==> config.mk <==
export PLATFORM = sky130hd
export DESIGN_NAME = framed_packet_receiver_top_flat
export DESIGN_NICKNAME = d
export VERILOG_FILES = /design/src/rtl/core/fpr_pkg.sv /design/src/rtl/core/fpr_req_if.sv /design/src/rtl/core/fpr_rsp_if.sv /design/src/rtl/core/framed_packet_receiver_top.sv /design/src/rtl/core/fpr_ctrl.sv /design/src/rtl/core/fpr_datapath.sv /design/src/flat_wrapper.sv
export VERILOG_INCLUDE_DIRS = /design/src /design/src/rtl/core
export SDC_FILE = /design/constraint.sdc
export NUM_CORES = 1
export LEC_CHECK = 0
export CAP_MARGIN = 30
export CORE_ASPECT_RATIO = 0.6
export CORE_UTILIZATION = 29
export CTS_BUF_LIST = sky130_fd_sc_hd__clkbuf_8 sky130_fd_sc_hd__clkbuf_16
export DETAILED_ROUTE_END_ITERATION = 8
export DONT_BUFFER_PORTS = 1
export MAX_ROUTING_LAYER = met4
export PLACE_DENSITY = 0.5
export SLEW_MARGIN = 25
export SYNTH_ARGS = -nofsm -noshare
export SYNTH_HDL_FRONTEND = slang
export SYNTH_SLANG_ARGS = --single-unit
==> constraint.sdc <==
create_clock -name clock -period 7 [get_ports clock]
set_clock_uncertainty 0.05 [all_clocks]
set_input_delay 1.4 -clock clock [delete_from_list [all_inputs] [get_ports clock]]
set_output_delay 1.4 -clock clock [all_outputs]
set_load 0.005 [all_outputs]
==> src/rtl/core/assert_macros.svh <==
// Assertion macros used by the receiver top level
`ifndef ASSERT_MACROS_SVH
`define ASSERT_MACROS_SVH

`ifndef SYNTHESIS
// property must hold at every rising clock edge outside reset
`define FPR_ASSERT(label, clk, rst, prop) \
   label: assert property (@(posedge clk) disable iff (rst) prop) \
      else $error("receiver assertion failed");
// expression must never be true outside reset
`define FPR_NEVER(label, clk, rst, expr) \
   label: assert property (@(posedge clk) disable iff (rst) !(expr)) \
      else $error("receiver forbidden condition seen");
`else
`define FPR_ASSERT(label, clk, rst, prop)
`define FPR_NEVER(label, clk, rst, expr)
`endif

`endif

==> src/rtl/core/fpr_pkg.sv <==
// Types and constants of the framed packet receiver
package fpr_pkg;

   localparam int BYTE_W           = 8;
   localparam int FRAME_BYTES_DEF  = 64;
   localparam int HDR_BYTES        = 3;
   localparam int LEN_POS          = 2;
   localparam logic [BYTE_W-1:0] START_BYTE_RESET = 8'h02;

   typedef enum logic [2:0] {
      ST_HUNT,
      ST_DEST,
      ST_SRC,
      ST_LEN,
      ST_DATA,
      ST_CHECK,
      ST_REPLAY
   } state_type;

   typedef struct packed {
      logic clear;
      logic store;
      logic advance;
      logic load_len;
      logic rd_en;
   } cmd_type;

   typedef struct packed {
      logic start_hit;
      logic len_ok;
      logic data_end;
      logic sum_match;
      logic rd_last;
      logic slot_free;
   } status_type;

endpackage

==> src/rtl/core/fpr_req_if.sv <==
// Receive byte channel
interface fpr_req_if import fpr_pkg::*; ();
   logic              valid;
   logic              ready;
   logic [BYTE_W-1:0] rx_byte;

   modport source (output valid, output rx_byte, input ready);
   modport sink   (input valid, input rx_byte, output ready);
endinterface

==> src/rtl/core/fpr_rsp_if.sv <==
// Accepted frame byte channel
interface fpr_rsp_if import fpr_pkg::*; ();
   logic              valid;
   logic              ready;
   logic [BYTE_W-1:0] frame_byte;
   logic              last_byte;

   modport source (output valid, output frame_byte, output last_byte, input ready);
   modport sink   (input valid, input frame_byte, input last_byte, output ready);
endinterface

==> src/rtl/core/framed_packet_receiver_top.sv <==
// Framed packet receiver top level
//
//  channel    dir  handshake     payload
//  req_chan   in   valid/ready   rx_byte
//  rsp_chan   out  valid/ready   frame_byte, last_byte
//  csr_*      in   wr_en         wr_data = start byte
//
// One received byte per cycle while parsing, set by the parser state machine.
// A frame with a good checksum is then replayed from the frame store at up to one
// byte per cycle unless rsp_chan stalls, len+3 bytes; req_chan.ready stays low.
// The replay rate is set by the single read port of the frame store.
// Reset is synchronous and needs no clearing pass; start byte resets to 2.
`include "assert_macros.svh"

module framed_packet_receiver_top import fpr_pkg::*; #(
   parameter int FRAME_BYTES = FRAME_BYTES_DEF
) (
   input  logic              clock,
   input  logic              reset,
   fpr_req_if.sink           req_chan,
   fpr_rsp_if.source         rsp_chan,
   input  logic              csr_wr_en,
   input  logic [BYTE_W-1:0] csr_wr_data
);

   cmd_type    cmd;
   status_type status;

   fpr_ctrl u_ctrl (
      .clock     (clock),
      .reset     (reset),
      .req_valid (req_chan.valid),
      .req_ready (req_chan.ready),
      .status    (status),
      .cmd       (cmd)
   );

   fpr_datapath #(
      .FRAME_BYTES (FRAME_BYTES)
   ) u_datapath (
      .clock       (clock),
      .reset       (reset),
      .rx_byte     (req_chan.rx_byte),
      .csr_wr_en   (csr_wr_en),
      .csr_wr_data (csr_wr_data),
      .rsp_ready   (rsp_chan.ready),
      .cmd         (cmd),
      .status      (status),
      .rsp_valid   (rsp_chan.valid),
      .frame_byte  (rsp_chan.frame_byte),
      .last_byte   (rsp_chan.last_byte)
   );

   `FPR_ASSERT(a_read_fills_slot, clock, reset, cmd.rd_en |=> rsp_chan.valid)
   `FPR_NEVER(a_read_needs_slot, clock, reset, cmd.rd_en && !status.slot_free)
   `FPR_NEVER(a_no_rx_in_replay, clock, reset, req_chan.valid && req_chan.ready && cmd.rd_en)
   `FPR_NEVER(a_store_or_read, clock, reset, cmd.store && cmd.rd_en)

endmodule

==> src/rtl/core/fpr_ctrl.sv <==
// Frame parser and replay sequencer state machine
module fpr_ctrl import fpr_pkg::*; (
   input  logic       clock,
   input  logic       reset,
   input  logic       req_valid,
   output logic       req_ready,
   input  status_type status,
   output cmd_type    cmd
);

   state_type state_ff;
   state_type state_in;
   logic      accept;

   always_ff @(posedge clock) begin
      if (reset) begin
         state_ff <= ST_HUNT;
      end else begin
         state_ff <= state_in;
      end
   end

   always_comb begin
      state_in  = state_ff;
      cmd       = '0;
      req_ready = (state_ff != ST_REPLAY);
      accept    = req_valid && req_ready;
      unique case (state_ff)
         ST_HUNT: begin
            if (accept && status.start_hit) begin
               cmd.clear = 1'b1;
               state_in  = ST_DEST;
            end
         end
         ST_DEST: begin
            if (accept) begin
               cmd.store   = 1'b1;
               cmd.advance = 1'b1;
               state_in    = ST_SRC;
            end
         end
         ST_SRC: begin
            if (accept) begin
               cmd.store   = 1'b1;
               cmd.advance = 1'b1;
               state_in    = ST_LEN;
            end
         end
         ST_LEN: begin
            if (accept) begin
               if (status.len_ok) begin
                  cmd.store    = 1'b1;
                  cmd.advance  = 1'b1;
                  cmd.load_len = 1'b1;
                  state_in     = ST_DATA;
               end else begin
                  state_in = ST_HUNT;
               end
            end
         end
         ST_DATA: begin
            if (accept) begin
               cmd.store = 1'b1;
               if (status.data_end) begin
                  state_in = ST_CHECK;
               end else begin
                  cmd.advance = 1'b1;
               end
            end
         end
         ST_CHECK: begin
            if (accept) begin
               state_in = status.sum_match ? ST_REPLAY : ST_HUNT;
            end
         end
         ST_REPLAY: begin
            if (status.slot_free) begin
               cmd.rd_en = 1'b1;
               if (status.rd_last) begin
                  state_in = ST_HUNT;
               end
            end
         end
         default: begin
            state_in = ST_HUNT;
         end
      endcase
   end

endmodule

==> src/rtl/core/fpr_datapath.sv <==
// Frame store, checksum, position counters and output register
module fpr_datapath import fpr_pkg::*; #(
   parameter int FRAME_BYTES = FRAME_BYTES_DEF
) (
   input  logic              clock,
   input  logic              reset,
   input  logic [BYTE_W-1:0] rx_byte,
   input  logic              csr_wr_en,
   input  logic [BYTE_W-1:0] csr_wr_data,
   input  logic              rsp_ready,
   input  cmd_type           cmd,
   output status_type        status,
   output logic              rsp_valid,
   output logic [BYTE_W-1:0] frame_byte,
   output logic              last_byte
);

   localparam int POS_W = $clog2(FRAME_BYTES);
   localparam logic [BYTE_W-1:0] LEN_LIMIT = BYTE_W'(FRAME_BYTES - HDR_BYTES);

   logic [BYTE_W-1:0] mem [FRAME_BYTES];

   logic [BYTE_W-1:0] start_ff;
   logic [POS_W-1:0]  pos_ff,    pos_in;
   logic [BYTE_W-1:0] sum_ff,    sum_in;
   logic [POS_W-1:0]  len_ff;
   logic [POS_W-1:0]  rd_ptr_ff, rd_ptr_in;
   logic              valid_ff,  valid_in;
   logic [BYTE_W-1:0] data_ff;
   logic              last_ff;
   logic [POS_W-1:0]  end_pos;

   assign end_pos = len_ff + POS_W'(LEN_POS);

   always_comb begin
      pos_in    = pos_ff;
      sum_in    = sum_ff;
      rd_ptr_in = rd_ptr_ff;
      if (cmd.clear) begin
         pos_in    = '0;
         sum_in    = '0;
         rd_ptr_in = '0;
      end
      if (cmd.store) begin
         sum_in = sum_ff + rx_byte;
      end
      if (cmd.advance) begin
         pos_in = pos_ff + POS_W'(1);
      end
      if (cmd.rd_en) begin
         rd_ptr_in = rd_ptr_ff + POS_W'(1);
      end
      valid_in = cmd.rd_en ? 1'b1 : (valid_ff && !rsp_ready);
   end

   always_ff @(posedge clock) begin
      if (reset) begin
         start_ff  <= START_BYTE_RESET;
         pos_ff    <= '0;
         sum_ff    <= '0;
         rd_ptr_ff <= '0;
         valid_ff  <= 1'b0;
      end else begin
         if (csr_wr_en) begin
            start_ff <= csr_wr_data;
         end
         pos_ff    <= pos_in;
         sum_ff    <= sum_in;
         rd_ptr_ff <= rd_ptr_in;
         valid_ff  <= valid_in;
      end
   end

   always_ff @(posedge clock) begin
      if (cmd.load_len) begin
         len_ff <= rx_byte[POS_W-1:0];
      end
      if (cmd.rd_en) begin
         last_ff <= status.rd_last;
      end
   end

   always_ff @(posedge clock) begin
      if (cmd.store) begin
         mem[pos_ff] <= rx_byte;
      end
      if (cmd.rd_en) begin
         data_ff <= mem[rd_ptr_ff];
      end
   end

   always_comb begin
      status.start_hit = (rx_byte == start_ff);
      status.len_ok    = (rx_byte != '0) && (rx_byte < LEN_LIMIT);
      status.data_end  = (pos_ff == end_pos);
      status.sum_match = (sum_ff == rx_byte);
      status.rd_last   = (rd_ptr_ff == end_pos);
      status.slot_free = !valid_ff || rsp_ready;
   end

   assign rsp_valid  = valid_ff;
   assign frame_byte = data_ff;
   assign last_byte  = last_ff;

endmodule

==> src/flat_wrapper.sv <==
// flat-port wrapper written by rule: the top's interface ports become plain ports
module framed_packet_receiver_top_flat import fpr_pkg::*;
#(
   parameter int FRAME_BYTES = FRAME_BYTES_DEF
)
  (clock, reset, csr_wr_en, csr_wr_data, req_chan_valid, req_chan_rx_byte, req_chan_ready, rsp_chan_valid, rsp_chan_frame_byte, rsp_chan_last_byte, rsp_chan_ready);
  fpr_req_if req_chan_i ();
  fpr_rsp_if rsp_chan_i ();
  input  logic clock;
  input  logic reset;
  input  logic csr_wr_en;
  input  logic [BYTE_W-1:0] csr_wr_data;
  input wire logic [$bits(req_chan_i.valid)-1:0] req_chan_valid;
  input wire logic [$bits(req_chan_i.rx_byte)-1:0] req_chan_rx_byte;
  output wire logic [$bits(req_chan_i.ready)-1:0] req_chan_ready;
  output wire logic [$bits(rsp_chan_i.valid)-1:0] rsp_chan_valid;
  output wire logic [$bits(rsp_chan_i.frame_byte)-1:0] rsp_chan_frame_byte;
  output wire logic [$bits(rsp_chan_i.last_byte)-1:0] rsp_chan_last_byte;
  input wire logic [$bits(rsp_chan_i.ready)-1:0] rsp_chan_ready;
  assign req_chan_i.valid = req_chan_valid;
  assign req_chan_i.rx_byte = req_chan_rx_byte;
  assign req_chan_ready = req_chan_i.ready;
  assign rsp_chan_valid = rsp_chan_i.valid;
  assign rsp_chan_frame_byte = rsp_chan_i.frame_byte;
  assign rsp_chan_last_byte = rsp_chan_i.last_byte;
  assign rsp_chan_i.ready = rsp_chan_ready;
  framed_packet_receiver_top #(.FRAME_BYTES(FRAME_BYTES)) u_core (.clock(clock), .reset(reset), .req_chan(req_chan_i), .rsp_chan(rsp_chan_i), .csr_wr_en(csr_wr_en), .csr_wr_data(csr_wr_data));
endmodule
==> results.md <==
* Status: finished, final reports clean
* Synth top area share at 71.03%
* Post-synth ARST share at 0%
* Clock transition at path regs at 70 ps
* Logic pwr share at 5.1%
* Layout cell share with drive strength beyond 1 at 22.04%
* Final hold viol count at 0
* Min-delay src: u_core.u_datapath.sum_ff[4]
* Cts hold-fix bufs at 0
* YS warnings at 0
* Critical Path RT at 7160 ps
* Initial antenna violation count at 3
* Gr usage total at 15.03%
* Vias/cell at 5.101
* Min-Delay Path Class: reg -> reg
* ANT cells at 0
* Die Span Y at 216.7 um
* IO buf count at 0
* Clock Path Buffers at 3
* CTS tree: done
* Clock share of power at 39.8%
* Max Cap Viol at 0
* Largest stage delay, worst path at 810 ps
* Nets at 1125
* Post-route minimum period at 4494 ps
* Initial DRC Count at 1286
* Worst rel slew slack at 31.39%
* Die Area at 0.07797 mm^2
* Sequential-to-total area share from yosys stat at 73.91%
* DRC errors left at 0
* First-pass GRT wire length at 81.70 mm
* Slowest stage cell, crit path: and3_1
* Vias in the first global route at 10660
* Core area at 0.07583 mm^2
* Tightest hold margin at 473.4 ps
* Ports at 32
* Routability Congestion at 0.8103
* Fmax at 0.2225 GHz
* P_int at 0.005319 W
* Power Dens Cells at 271.0 mW/mm^2
* CP max FO at 69
* R2R setup slack at 2890 ps
* RSZ-0062 raised after global routing: no
* Final-report max-slew violation count at 0
* Initial Utilization at 29.38%
* TritonCTS Sinks at 559
* Via count at 10840
* Area growth, synth to finish at 12.07%
* TritonCTS buffer count at 48
* WL/cell at 26.58 um
* Mapped Area at 0.02228 mm^2
* Synth area leader: edfxtp_1
* H-tree levels at 2
* Slew of the pin with the lowest slew margin at 1029 ps
* Period utilization at 64.20%
* Setup TNS at 0 ps
* Largest cells by area after synthesis: edfxtp_1 71%, mux4_2 16%, dfxtp_1 2.9%
* P_sw at 0.001447 W
* Gate count after technology mapping at 1093
* Setup ws final at 2506 ps
* Total Routed Length at 56.49 mm
* Syn Nets at 1125
* Syn Area/Cell at 20.38 um^2
* CP cell instances: or4_1 -> o31ai_1 -> and3_1 -> and2b_1 -> nand3b_1 -> nor2_1
* Crit path launch: req_chan_rx_byte[7]
* CP Class: in -> reg
* HPWL Detailed at 34.63 mm
* Maximum vdd drop at 0.1734 mV
* Startpoint Class: input port
* Leak Pwr at 7.321 nW
* Largest net degree at the start of global routing at 71
* Post-CTS Setup Inserts at 0
* Synth top cells by count: 527 x edfxtp_1, 163 x mux4_2, 106 x nor2_1
* Launching point of the worst reg2reg path: u_core.u_ctrl.state_ff[0]
* Post-synth EDFFs at 527
* Net Sw Frac at 21.39%
* Critical Path AT at 4650 ps
* Total gr overflow at 0
* Netlist cell types at 54
* Clk Latency, worst-skew pair at 580 ps
* Setup violators final at 0
* Die Wd at 359.8 um
* Clock root cell: clkbuf_16
* Seq cells post-synth at 559
* Critical Path End Type: flip-flop
* Top FF cell, synth: edfxtp_1
* Routed Antenna Nets at 0
* Worst slack, placed at 2031 ps
* Site row count at 78
* Count leader, synth: edfxtp_1
* Post_cts resized at 0
* Sequential share of power at 55.2%
* DR pass1 iterations at 5
worst max-delay path, delay by kind of cell:
kind / cells / cell delay, ps
AND/OR/NAND/NOR: 5 / 2830
AO/OA/AOI/OAI: 1 / 330
cells in the final DEF (no fill, tap or decap), types with 4 or more instances in the layout:
cell type and n:
a211oi_1 7, a21o_1 4, a21oi_1 20, a22oi_1 7, buf_4 4, bufinv_16 6
clkbuf_16 49, clkinv_1 10, clkinv_2 7, dfxtp_1 28, edfxtp_1 527, ha_1 10
inv_1 10, mux2i_1 14, mux4_2 163, nand2_1 12, nand2b_1 4, nand3_1 11
nand3b_1 7, nand4_1 4, nor2_1 106, nor2b_1 7, nor3_1 9, o21ai_0 9
o21ai_1 4, or3_1 4, xnor2_1 14, xor2_1 17
flip-flops by register name, indices dropped and copies added (netlist names):
name / count
u_core.u_ctrl.state_ff: 3
u_core.u_datapath.frame_byte: 8
u_core.u_datapath.last_byte: 1
u_core.u_datapath.len_ff: 6
u_core.u_datapath.mem: 512
u_core.u_datapath.pos_ff: 6
u_core.u_datapath.rd_ptr_ff: 6
u_core.u_datapath.rsp_valid: 1
u_core.u_datapath.start_ff: 8
u_core.u_datapath.sum_ff: 8
power by group through the flow:
stage / logic (W) / clock network, W / registers [W]
6_report: 0.000343 / 0.00269 / 0.00373
5_1_grt: 0.000375 / 0.00288 / 0.00373
4_1_cts: 0.000341 / 0.00275 / 0.00373
3_5_place_dp: 0.000338 / 0 / 0.00381
3_3_place_gp: 0.000337 / 0 / 0.00381
2_1_floorplan: 0.000260 / 0 / 0.00378
final cells by class:
class / instances / area [um^2]
Tap cell: 1000 / 1251
Clock buffer: 49 / 1226
Fill cell: 7048 / 50860
Inverter: 4 / 15.01
Multi-Input combinational cell: 469 / 5529
Sequential cell: 559 / 16480
Clock inverter: 33 / 307.8
Timing Repair Buffer: 11 / 162.7
path summary, 6_finish.rpt:
| check | to | cells past startpoint |
|---|---|---|
| worst min register to register | u_core.u_datapath.sum_ff[4] | 2 |
| worst min-delay path | u_core.u_datapath.sum_ff[4] | 2 |
| worst max-delay path | u_core.u_datapath.mem[23][4] | 6 |
| worst max register to register | u_core.u_datapath.mem[23][4] | 7 |
routing by layer:
layer	global-route usage, %	part of all wire [%]	up-vias	wire [um]
met5	-	0	-	0
li1	-	-	4488	-
met1	23.31	49	5780	27680
met3	5.756	11	63	6490
met2	18.17	38	509	21600
met4	2.407	1.3	0	724
metrics by stage:
stage / power, W / utilization [%] / area (um^2) / cells
after floorplan: 0.004043 / - / 22280 / 1093
after global placement: 0.004143 / 30.75 / 23320 / 2037
after detailed placement: 0.004144 / 30.80 / 23360 / 2040
after CTS: 0.006822 / 32.83 / 24890 / 2122
after global routing: 0.006991 / 32.93 / 24970 / 2125
final: 0.006766 / 32.93 / 24970 / 2125
cell families (layout without fill, tap and decap cells):
| group | after synthesis | in the layout | synth area share (%) |
|---|---|---|---|
| flip-flops | 559 | 559 | 73.91 |
| multiplexers | 178 | 178 | 17.16 |
| adder cells (fa/ha/maj) | 11 | 11 | 0.6515 |
| AND/OR/NAND/NOR | 185 | 185 | 3.914 |
| XOR/XNOR | 32 | 32 | 1.320 |
| AO/OA/AOI/OAI | 63 | 63 | 1.775 |
| buffers and inverters | 65 | 97 | 1.275 |
Power figures use the tool's default switching activity.
